**src/rtl/rau_pkg.sv**
```systemverilog
package rau_pkg;

  localparam int unsigned WORD_WIDTH = 32;
  localparam int unsigned WIDE_WIDTH = 66;
  localparam int unsigned CNT_WIDTH = $clog2(WIDE_WIDTH + 1);

  typedef logic [WIDE_WIDTH-1:0] wide_t;

  localparam logic [2:0] OP_ADD = 3'd0;
  localparam logic [2:0] OP_SUB = 3'd1;
  localparam logic [2:0] OP_MUL = 3'd2;
  localparam logic [2:0] OP_DIV = 3'd3;
  localparam logic [2:0] OP_LT  = 3'd4;
  localparam logic [2:0] OP_EQ  = 3'd5;

  localparam logic [1:0] ST_OK       = 2'd0;
  localparam logic [1:0] ST_ZERO_DEN = 2'd1;
  localparam logic [1:0] ST_DIV_ZERO = 2'd2;
  localparam logic [1:0] ST_OVERFLOW = 2'd3;

  localparam wide_t LIMIT = wide_t'((66'd1 << (WORD_WIDTH - 1)) - 66'd1);

endpackage

```
**src/rtl/rau_divider.sv**
```systemverilog
module rau_divider (
  input  logic            clk,
  input  logic            rst_n,
  input  logic            start,
  input  rau_pkg::wide_t  dividend,
  input  rau_pkg::wide_t  divisor,
  output rau_pkg::wide_t  quotient,
  output rau_pkg::wide_t  remainder,
  output logic            busy,
  output logic            done
);

  logic [rau_pkg::CNT_WIDTH-1:0] cnt_r, cnt_nxt;
  rau_pkg::wide_t q_r, q_nxt, r_r, r_nxt, d_r, d_nxt;
  logic busy_r, busy_nxt, done_r, done_nxt;
  rau_pkg::wide_t shifted;

  always_comb begin
    cnt_nxt = cnt_r;
    q_nxt = q_r;
    r_nxt = r_r;
    d_nxt = d_r;
    busy_nxt = busy_r;
    done_nxt = 1'b0;
    shifted = {r_r[rau_pkg::WIDE_WIDTH-2:0], q_r[rau_pkg::WIDE_WIDTH-1]};
    if (start && !busy_r) begin
      q_nxt = dividend;
      r_nxt = '0;
      d_nxt = divisor;
      cnt_nxt = rau_pkg::CNT_WIDTH'(rau_pkg::WIDE_WIDTH);
      busy_nxt = 1'b1;
    end else if (busy_r) begin
      if (shifted >= d_r) begin
        r_nxt = shifted - d_r;
        q_nxt = {q_r[rau_pkg::WIDE_WIDTH-2:0], 1'b1};
      end else begin
        r_nxt = shifted;
        q_nxt = {q_r[rau_pkg::WIDE_WIDTH-2:0], 1'b0};
      end
      cnt_nxt = cnt_r - 1'b1;
      if (cnt_r == rau_pkg::CNT_WIDTH'(1)) begin
        busy_nxt = 1'b0;
        done_nxt = 1'b1;
      end
    end
  end

  always_ff @(posedge clk) begin
    if (!rst_n) begin
      busy_r <= 1'b0;
      done_r <= 1'b0;
      cnt_r <= '0;
    end else begin
      busy_r <= busy_nxt;
      done_r <= done_nxt;
      cnt_r <= cnt_nxt;
    end
    q_r <= q_nxt;
    r_r <= r_nxt;
    d_r <= d_nxt;
  end

  assign quotient = q_r;
  assign remainder = r_r;
  assign busy = busy_r;
  assign done = done_r;

`ifndef NO_ASSERTIONS
  a_done_ends_busy: assert property (@(posedge clk) disable iff (!rst_n)
    done |-> !busy) else $error("done while busy");
  a_cnt_idle: assert property (@(posedge clk) disable iff (!rst_n)
    !busy |-> cnt_r == '0) else $error("counter left over");
  a_done_pulse: assert property (@(posedge clk) disable iff (!rst_n)
    done |=> !done) else $error("done held");
`endif

endmodule

```
**config.mk**
```make
export PLATFORM = sky130hd
export DESIGN_NAME = rau_divider
export DESIGN_NICKNAME = d
export VERILOG_FILES = /design/src/rtl/rau_pkg.sv /design/src/rtl/rau_divider.sv
export SDC_FILE = /design/constraint.sdc
export NUM_CORES = 1
export LEC_CHECK = 0
export CAP_MARGIN = 20
export CORE_ASPECT_RATIO = 1.4
export CORE_MARGIN = 1
export CORE_UTILIZATION = 60
export DETAILED_ROUTE_END_ITERATION = 6
export DONT_BUFFER_PORTS = 1
export PLACE_DENSITY = 0.76
export SLEW_MARGIN = 20
export SYNTH_ARGS = -nofsm -noshare
export SYNTH_HDL_FRONTEND = slang
export SYNTH_SLANG_ARGS = --single-unit
export TNS_END_PERCENT = 1
```
**constraint.sdc**
```tcl
create_clock -name clk -period 4.88 [get_ports clk]
set_clock_uncertainty 0.15 [all_clocks]
set_input_delay 0.244 -clock clk [delete_from_list [all_inputs] [get_ports clk]]
set_output_delay 0.244 -clock clk [all_outputs]
set_load 0.05 [all_outputs]
```
==> results by group, run 1 <==
Critical path
  – CP Launch Type: register
  – Crit Path Class: reg2reg
  – FF-to-FF path depth: 14
  – R2r setup slk: 0.67 ns
  – R2R Path Start: quotient[65]
  – Crit path max fanout: 14
  – CP arrival: 4.49 ns
  – Critical path required time: 5.16 ns
  – Setup crit end kind: register
  – Reg2Reg Capture Point: remainder[48]

Global routing
  – Initial antenna violation count: 0
  – Grt met3 use: 7.59%
  – All-Layer GR Usage: 31.7%
  – Pin count of the biggest net entering global routing: 135
  – GRT Max-Usage Layer: met2
  – Total grt overflow: 0
  – Vias in the first global route: 9873
  – Met2 GRT Util: 58.7%
  – Met1 Resource Use GR: 33.8%
  – First-pass GRT wire length: 50800 µm

Detailed routing
  – Antenna-violating nets left: 0
  – Vias per std cell: 6.23
  – Drt wl/cell: 21.1 µm
  – DRC: 0
  – Total iterations of the first detailed-routing run: 5
  – Detailed Route WL: 33400 µm
  – Vias: 9881
  – Drt initial violations: 771

Synth
  – Sequential area share after synthesis: 45.5%
  – Net Count, Synth: 1418
  – Ys flop type: edfxtp_1
  – Synth warn: 0
  – Post-synthesis cell type count: 65
  – Post-Syn Area: 12000 µm²
  – Post-Synthesis Cells: 1214
  – Number of synthesized flops with an enable pin: 132
  – Post-synth ARST share: 0%
  – Synth Register Bits: 207
  – Syn_area_per_cell: 9.89 µm²

Place
  – DP HPWL: 22200 µm
  – Quantity of I/O buffers inserted on ports: 0
  – Placed cells: 1414
  – Dpl ws: 0.773 ns
  – GP Congestion: 0.977

Cells and area
  – Total Nets Final: 1527
  – Fraction of layout cells with a size suffix above 1: 9.42%
  – Diode count: 0
  – # fillers: 1392
  – P&R area growth vs syn: 18.3%
  – Fin cells: 1586

Clock network
  – Clock Latency Late Sink: 0.52 ns
  – TritonCTS clock tree: done
  – Root buffer cell: clkbuf_16
  – CTS Buffer Depth: 3
  – Max H-tree Level: 1
  – CTS buffer count: 21
  – CTS sink cnt: 207
  – Worst-path clk slew: 0.06 ns
  – # Post-CTS Setup Buffers: 0

Timing
  – Slew Limit Fails: 0
  – Fmax: 237 MHz
  – Unrepaired setup endpoints after global routing: false
  – Rel. slew slack: 44.8%
  – Hold WS: 0.0824 ns
  – Post-route worst setup slack: 0.666 ns
  – Fraction of the cycle the final worst path needs: 86.3%
  – Setup TNS: 0 ns
  – Worst Max-Slew Pin Slew: 0.828 ns
  – Endpoints failing hold: 0
  – Final setup violation count: 0
  – Final min period: 4.21 ns

Die
  – Die ar.: 20600 µm²
  – Initial Util: 61.8%
  – Rows: 60
  – Die W: 122 µm
  – Core area: 19400 µm²
  – # IOs: 269
  – Die Y: 169 µm

Min path
  – Hold Crit Start: start
  – Hold path cells: 3
  – Worst hold path type: in2reg
  – WHS Endpoint: remainder[27]

Power and ir drop
  – Maximum vdd drop: 0.412 mV
  – LEAKAGE: 0.00570 µW
  – PD cells: 331 nW/µm²

Flow run
  – Max cap viols: 0

Outcome
  – Status: finished clean
## cell families after synthesis
family                     Yosys count  synth area share [%]
DFF                                207                  45.5
muxes                               68                  6.35
and+or+nand+nor                    274                  10.6
buffers and inverters              152                  5.20
AOI/OAI and AO/OA                  377                  20.2
xor gates and xnor gates            67                  4.89
adders and majority gates           69                  7.25
## worst max-delay path by stage
stage            startpoint  cells past startpoint  slack [ns]            end
4_1_cts        quotient[65]                     14        0.75  remainder[62]
3_5_place_dp   quotient[65]                     14        0.77  remainder[62]
3_3_place_gp   quotient[65]                     14        0.89  remainder[41]
5_1_grt        quotient[65]                     14        0.49  remainder[52]
6_report       quotient[65]                     14        0.67  remainder[48]
2_1_floorplan          busy                      4        0.77   quotient[58]
## synth_stat cells, types with 24 or more instances
master / n / area share [%]
o21ai_0: 76 / 3.2
nor2_1: 55 / 1.7
nor3_1: 24 / 1.0
xor2_1: 26 / 1.9
o21ai_1: 29 / 1.2
a21oi_1: 97 / 4.0
nand4_1: 27 / 1.4
inv_1: 88 / 2.8
a22o_1: 36 / 2.6
edfxtp_1: 132 / 33
dfxtp_1: 75 / 13
ha_1: 68 / 7.1
clkbuf_1: 45 / 1.4
xnor2_1: 41 / 3.0
mux2_2: 65 / 6.1
a21o_1: 32 / 2.0
nand2_1: 105 / 3.3
## worst max-delay path, cell delays in order (launching register included)
cell	delay, ns
edfxtp_1	0.64
inv_1	0.15
ha_1	0.19
inv_1	0.06
fa_1	0.40
a21o_1	0.22
a221o_1	0.37
a221oi_2	0.35
o21ai_2	0.15
nand3_2	0.12
nand2_2	0.09
a41oi_4	0.34
and2_1	0.62
a22oi_1	0.15
o21ai_0	0.12
## metal layers
layer	up-vias	routed length [µm]	part of all wire [%]
met5	-	0	0
li1	4674	-	-
met4	0	1290	3.9
met1	4669	12200	36
met2	450	17400	52
met3	88	2580	7.7
## stage by stage
| stage | instance area [µm²] | util, % | power (µW) |
|---|---|---|---|
| final | 14200 | 73.1 | 4700 |
| after global routing | 14200 | 73.1 | 4840 |
| after CTS | 14200 | 73.1 | 4670 |
| after detailed placement | 12200 | 62.6 | 2960 |
| after global placement | 12200 | 62.6 | 2950 |
| after floorplan | 12000 | - | 2810 |
## sequential cells by signal, summed over array words and instances, names as in the netlist
signal     count
d_r           66
quotient      66
remainder     66
cnt_r          7
busy           1
done           1
## repair_timing
item                                   CTS  global route
resized for setup                        0             0
hold buffers                           134             0
endpoints found under the hold margin  142             0
## cell usage in the layout (no fill, tap or decap), types with 26 or more instances in the layout
master         synthesis  layout
xor2_1                26      26
a21oi_1               97      97
inv_1                 88      87
nor2_1                55      53
dlygate4sd3_1          0     134
mux2_2                65      65
nand2_1              105     105
a21o_1                32      32
o21ai_0               76      76
a22o_1                36      36
dfxtp_1               75      74
o21ai_1               29      29
ha_1                  68      68
edfxtp_1             132     132
nand4_1               27      27
xnor2_1               41      41
## power breakdown
group,internal [µW],switching (µW)
Clock,967,690
Combinational,280,350
Sequential,2020,391
## cell type report
cell class                 instances  area, µm²  area share, %
timing repair buffer             148       1470           10.4
multi-input combinational        855       5930           41.8
sequential                       207       5470           38.5
clock inverter                    12        136          0.960
inverter                          90        338           2.38
clock buffer                      26        554           3.90
tap                              248        310           2.18
Power figures use the tool's default switching activity.
==> run 2: changes to the inputs <==
--- a/config.mk
+++ b/config.mk
@@ -9,6 +9,7 @@
 export CORE_ASPECT_RATIO = 1.4
 export CORE_MARGIN = 1
 export CORE_UTILIZATION = 60
+export CTS_BUF_LIST = sky130_fd_sc_hd__clkbuf_4 sky130_fd_sc_hd__clkbuf_8
 export DETAILED_ROUTE_END_ITERATION = 6
 export DONT_BUFFER_PORTS = 1
 export PLACE_DENSITY = 0.76
==> constraint.sdc (replaced) <==
create_clock -name clk -period 5.1 [get_ports clk]
set_clock_uncertainty 0.15 [all_clocks]
set_input_delay 0.255 -clock clk [delete_from_list [all_inputs] [get_ports clk]]
set_output_delay 0.255 -clock clk [all_outputs]
set_load 0.05 [all_outputs]
==> results by group, run 2 (synthesis gave the netlist of run 1 again) <==
Power and ir drop
  – PD cells: 311 nW/µm² (was 331 nW/µm²)
  – Pint: 3010 µW (was 3270 µW)
  – Maximum vdd drop: 0.243 mV (was 0.412 mV)
  – LEAKAGE: 0.00569 µW (was 0.00570 µW)
  – Comb power frac: 13.6% (was 13.4%)
  – Tot Pwr: 4400 µW (was 4700 µW)
  – Sw Pwr: 1390 µW (was 1430 µW)
  – Switching Share: 31.5% (was 30.4%)
  – Reg power frac: 52.7% (was 51.3%)
  – Clock power share: 33.7% (was 35.3%)

Timing
  – Worst Max-Slew Pin Slew: 0.923 ns (was 0.828 ns)
  – Endpoints failing hold: 0 (unchanged)
  – Final min period: 4.39 ns (was 4.21 ns)
  – Rel. slew slack: 38.4% (was 44.8%)
  – Fraction of the cycle the final worst path needs: 86.1% (was 86.3%)
  – Fmax: 228 MHz (was 237 MHz)
  – Slew Limit Fails: 0 (unchanged)
  – Unrepaired setup endpoints after global routing: false (unchanged)
  – Setup TNS: 0 ns (unchanged)
  – Final setup violation count: 0 (unchanged)

Clock network
  – CTS sink cnt: 207 (unchanged)
  – CTS buffer count: 31 (was 21)
  – # Post-CTS Setup Buffers: 0 (unchanged)
  – CTS Buffer Depth: 3 (unchanged)
  – Clock Latency Late Sink: 0.61 ns (was 0.52 ns)
  – Max H-tree Level: 1 (unchanged)
  – Root buffer cell: clkbuf_8 (was clkbuf_16)
  – Worst-path clk slew: 0.07 ns (was 0.06 ns)
  – TritonCTS clock tree: done (unchanged)

Cells and area
  – Fraction of layout cells with a size suffix above 1: 10.7% (was 9.42%)
  – Multi-input gate area: 5930 µm² (unchanged)
  – Commonest non-fill, non-tap cell in the layout: dlygate4sd3_1 (unchanged)
  – Post-route design area: 14100 µm² (was 14200 µm²)
  – Most frequent cells in the layout: dlygate4sd3_1, edfxtp_1, nand2_1 (unchanged)
  – Total Nets Final: 1531 (was 1527)
  – P&R area growth vs syn: 17.6% (was 18.3%)
  – Sequential cell area: 5470 µm² (unchanged)
  – # fillers: 1363 (was 1392)

Global routing
  – All-Layer GR Usage: 33.0% (was 31.7%)
  – Initial antenna violation count: 1 (was 0)
  – Vias in the first global route: 10109 (was 9873)
  – Total grt overflow: 0 (unchanged)
  – Pin count of the biggest net entering global routing: 69 (was 135)
  – First-pass GRT wire length: 53000 µm (was 50800 µm)

Place
  – GP Congestion: 0.943 (was 0.977)
  – DP HPWL: 22300 µm (was 22200 µm)
  – Placed cell area: 12100 µm² (was 12200 µm²)
  – Quantity of I/O buffers inserted on ports: 0 (unchanged)

Critical path
  – Critical path required time: 5.42 ns (was 5.16 ns)
  – R2R Path Start: quotient[65] (unchanged)
  – CP arrival: 4.71 ns (was 4.49 ns)
  – Crit Path Class: reg2reg (unchanged)
  – Crit path max fanout: 47 (was 14)
  – Setup crit end kind: register (unchanged)
  – FF-to-FF path depth: 15 (was 14)
  – Worst setup startpoint: quotient[65] (unchanged)
  – CP Launch Type: register (unchanged)

Detailed routing
  – Drt initial violations: 692 (was 771)
  – Drt wl/cell: 21.4 µm (was 21.1 µm)
  – Vias: 9941 (was 9881)
  – Antenna-violating nets left: 0 (unchanged)
  – Detailed Route WL: 34300 µm (was 33400 µm)
  – DRC: 0 (unchanged)
  – Total iterations of the first detailed-routing run: 5 (unchanged)
  – Vias per std cell: 6.21 (was 6.23)

Flow run
  – Max cap viols: 0 (unchanged)

Min path
  – Hold Crit Start: start (unchanged)
  – Worst hold path type: in2reg (unchanged)
  – Hold path cells: 4 (was 3)

Die
  – Core area: 19400 µm² (unchanged)
  – Initial Util: 61.8% (unchanged)
  – Rows: 60 (unchanged)
  – Die ar.: 20600 µm² (unchanged)
  – Die W: 122 µm (unchanged)
  – Die Y: 169 µm (unchanged)
  – # IOs: 269 (unchanged)

Outcome
  – Status: finished clean (unchanged)
==> run 2: timing repair <==
item                                   CTS  global route
endpoints found under the hold margin  146             0
resized for setup                        0             0
hold buffers                           134             0
==> run 2: final cells by class <==
class                           instances  area share, %
Antenna cell                            1         0.0177
Clock buffer                           47           4.00
Clock inverter                         11          0.762
Inverter                               90           2.39
Multi-Input combinational cell        855           42.0
Sequential cell                       207           38.7
Tap cell                              248           2.20
Timing Repair Buffer                  142           9.92
==> run 2: path summary, 6_finish.rpt <==
path / end / slack (ns)
min reg2reg: cnt_r[1] / 0.40
max reg2reg: remainder[48] / 0.71
min: busy / 0.10
max: remainder[48] / 0.71
==> run 2: metal layers <==
metal / share of wire (%) / GRT usage, %
met1: 36 / 35.8
met3: 7.6 / 7.76
met5: 0 / 0
met2: 52 / 60.3
met4: 4.0 / 14.6
==> run 2: power by group through the flow <==
stage                     registers (µW)  clock network, µW  logic (µW)
after floorplan                     2310                  0         387
after CTS                           2310               1490         576
after global routing                2320               1580         646
final                               2320               1480         597
after global placement              2340                  0         481
after detailed placement            2340                  0         489
==> run 2: metrics by stage <==
step                      hold slack [ns]  setup slack, ns  std cells  utilization, %
after floorplan                     0.204            0.993       1214               -
after global placement              0.204            0.971       1408            62.3
after detailed placement            0.204            0.787       1408            62.3
after CTS                          0.0540            0.801       1600            72.6
after global routing                0.119            0.493       1601            72.7
final                               0.101            0.710       1601            72.7
==> run 2: critical path, cell delays in order (launching register included) <==
cell and delay (ns):
edfxtp_1 0.63, inv_1 0.14, ha_1 0.20, inv_1 0.07, fa_1 0.42, a21o_1 0.23, a221o_1 0.37, a221oi_2 0.37
o21ai_2 0.16, nand3_2 0.13, nand2_2 0.09, a41oi_4 0.24, buf_4 0.46, or2_1 0.19, buf_4 0.24, o21ai_0 0.16
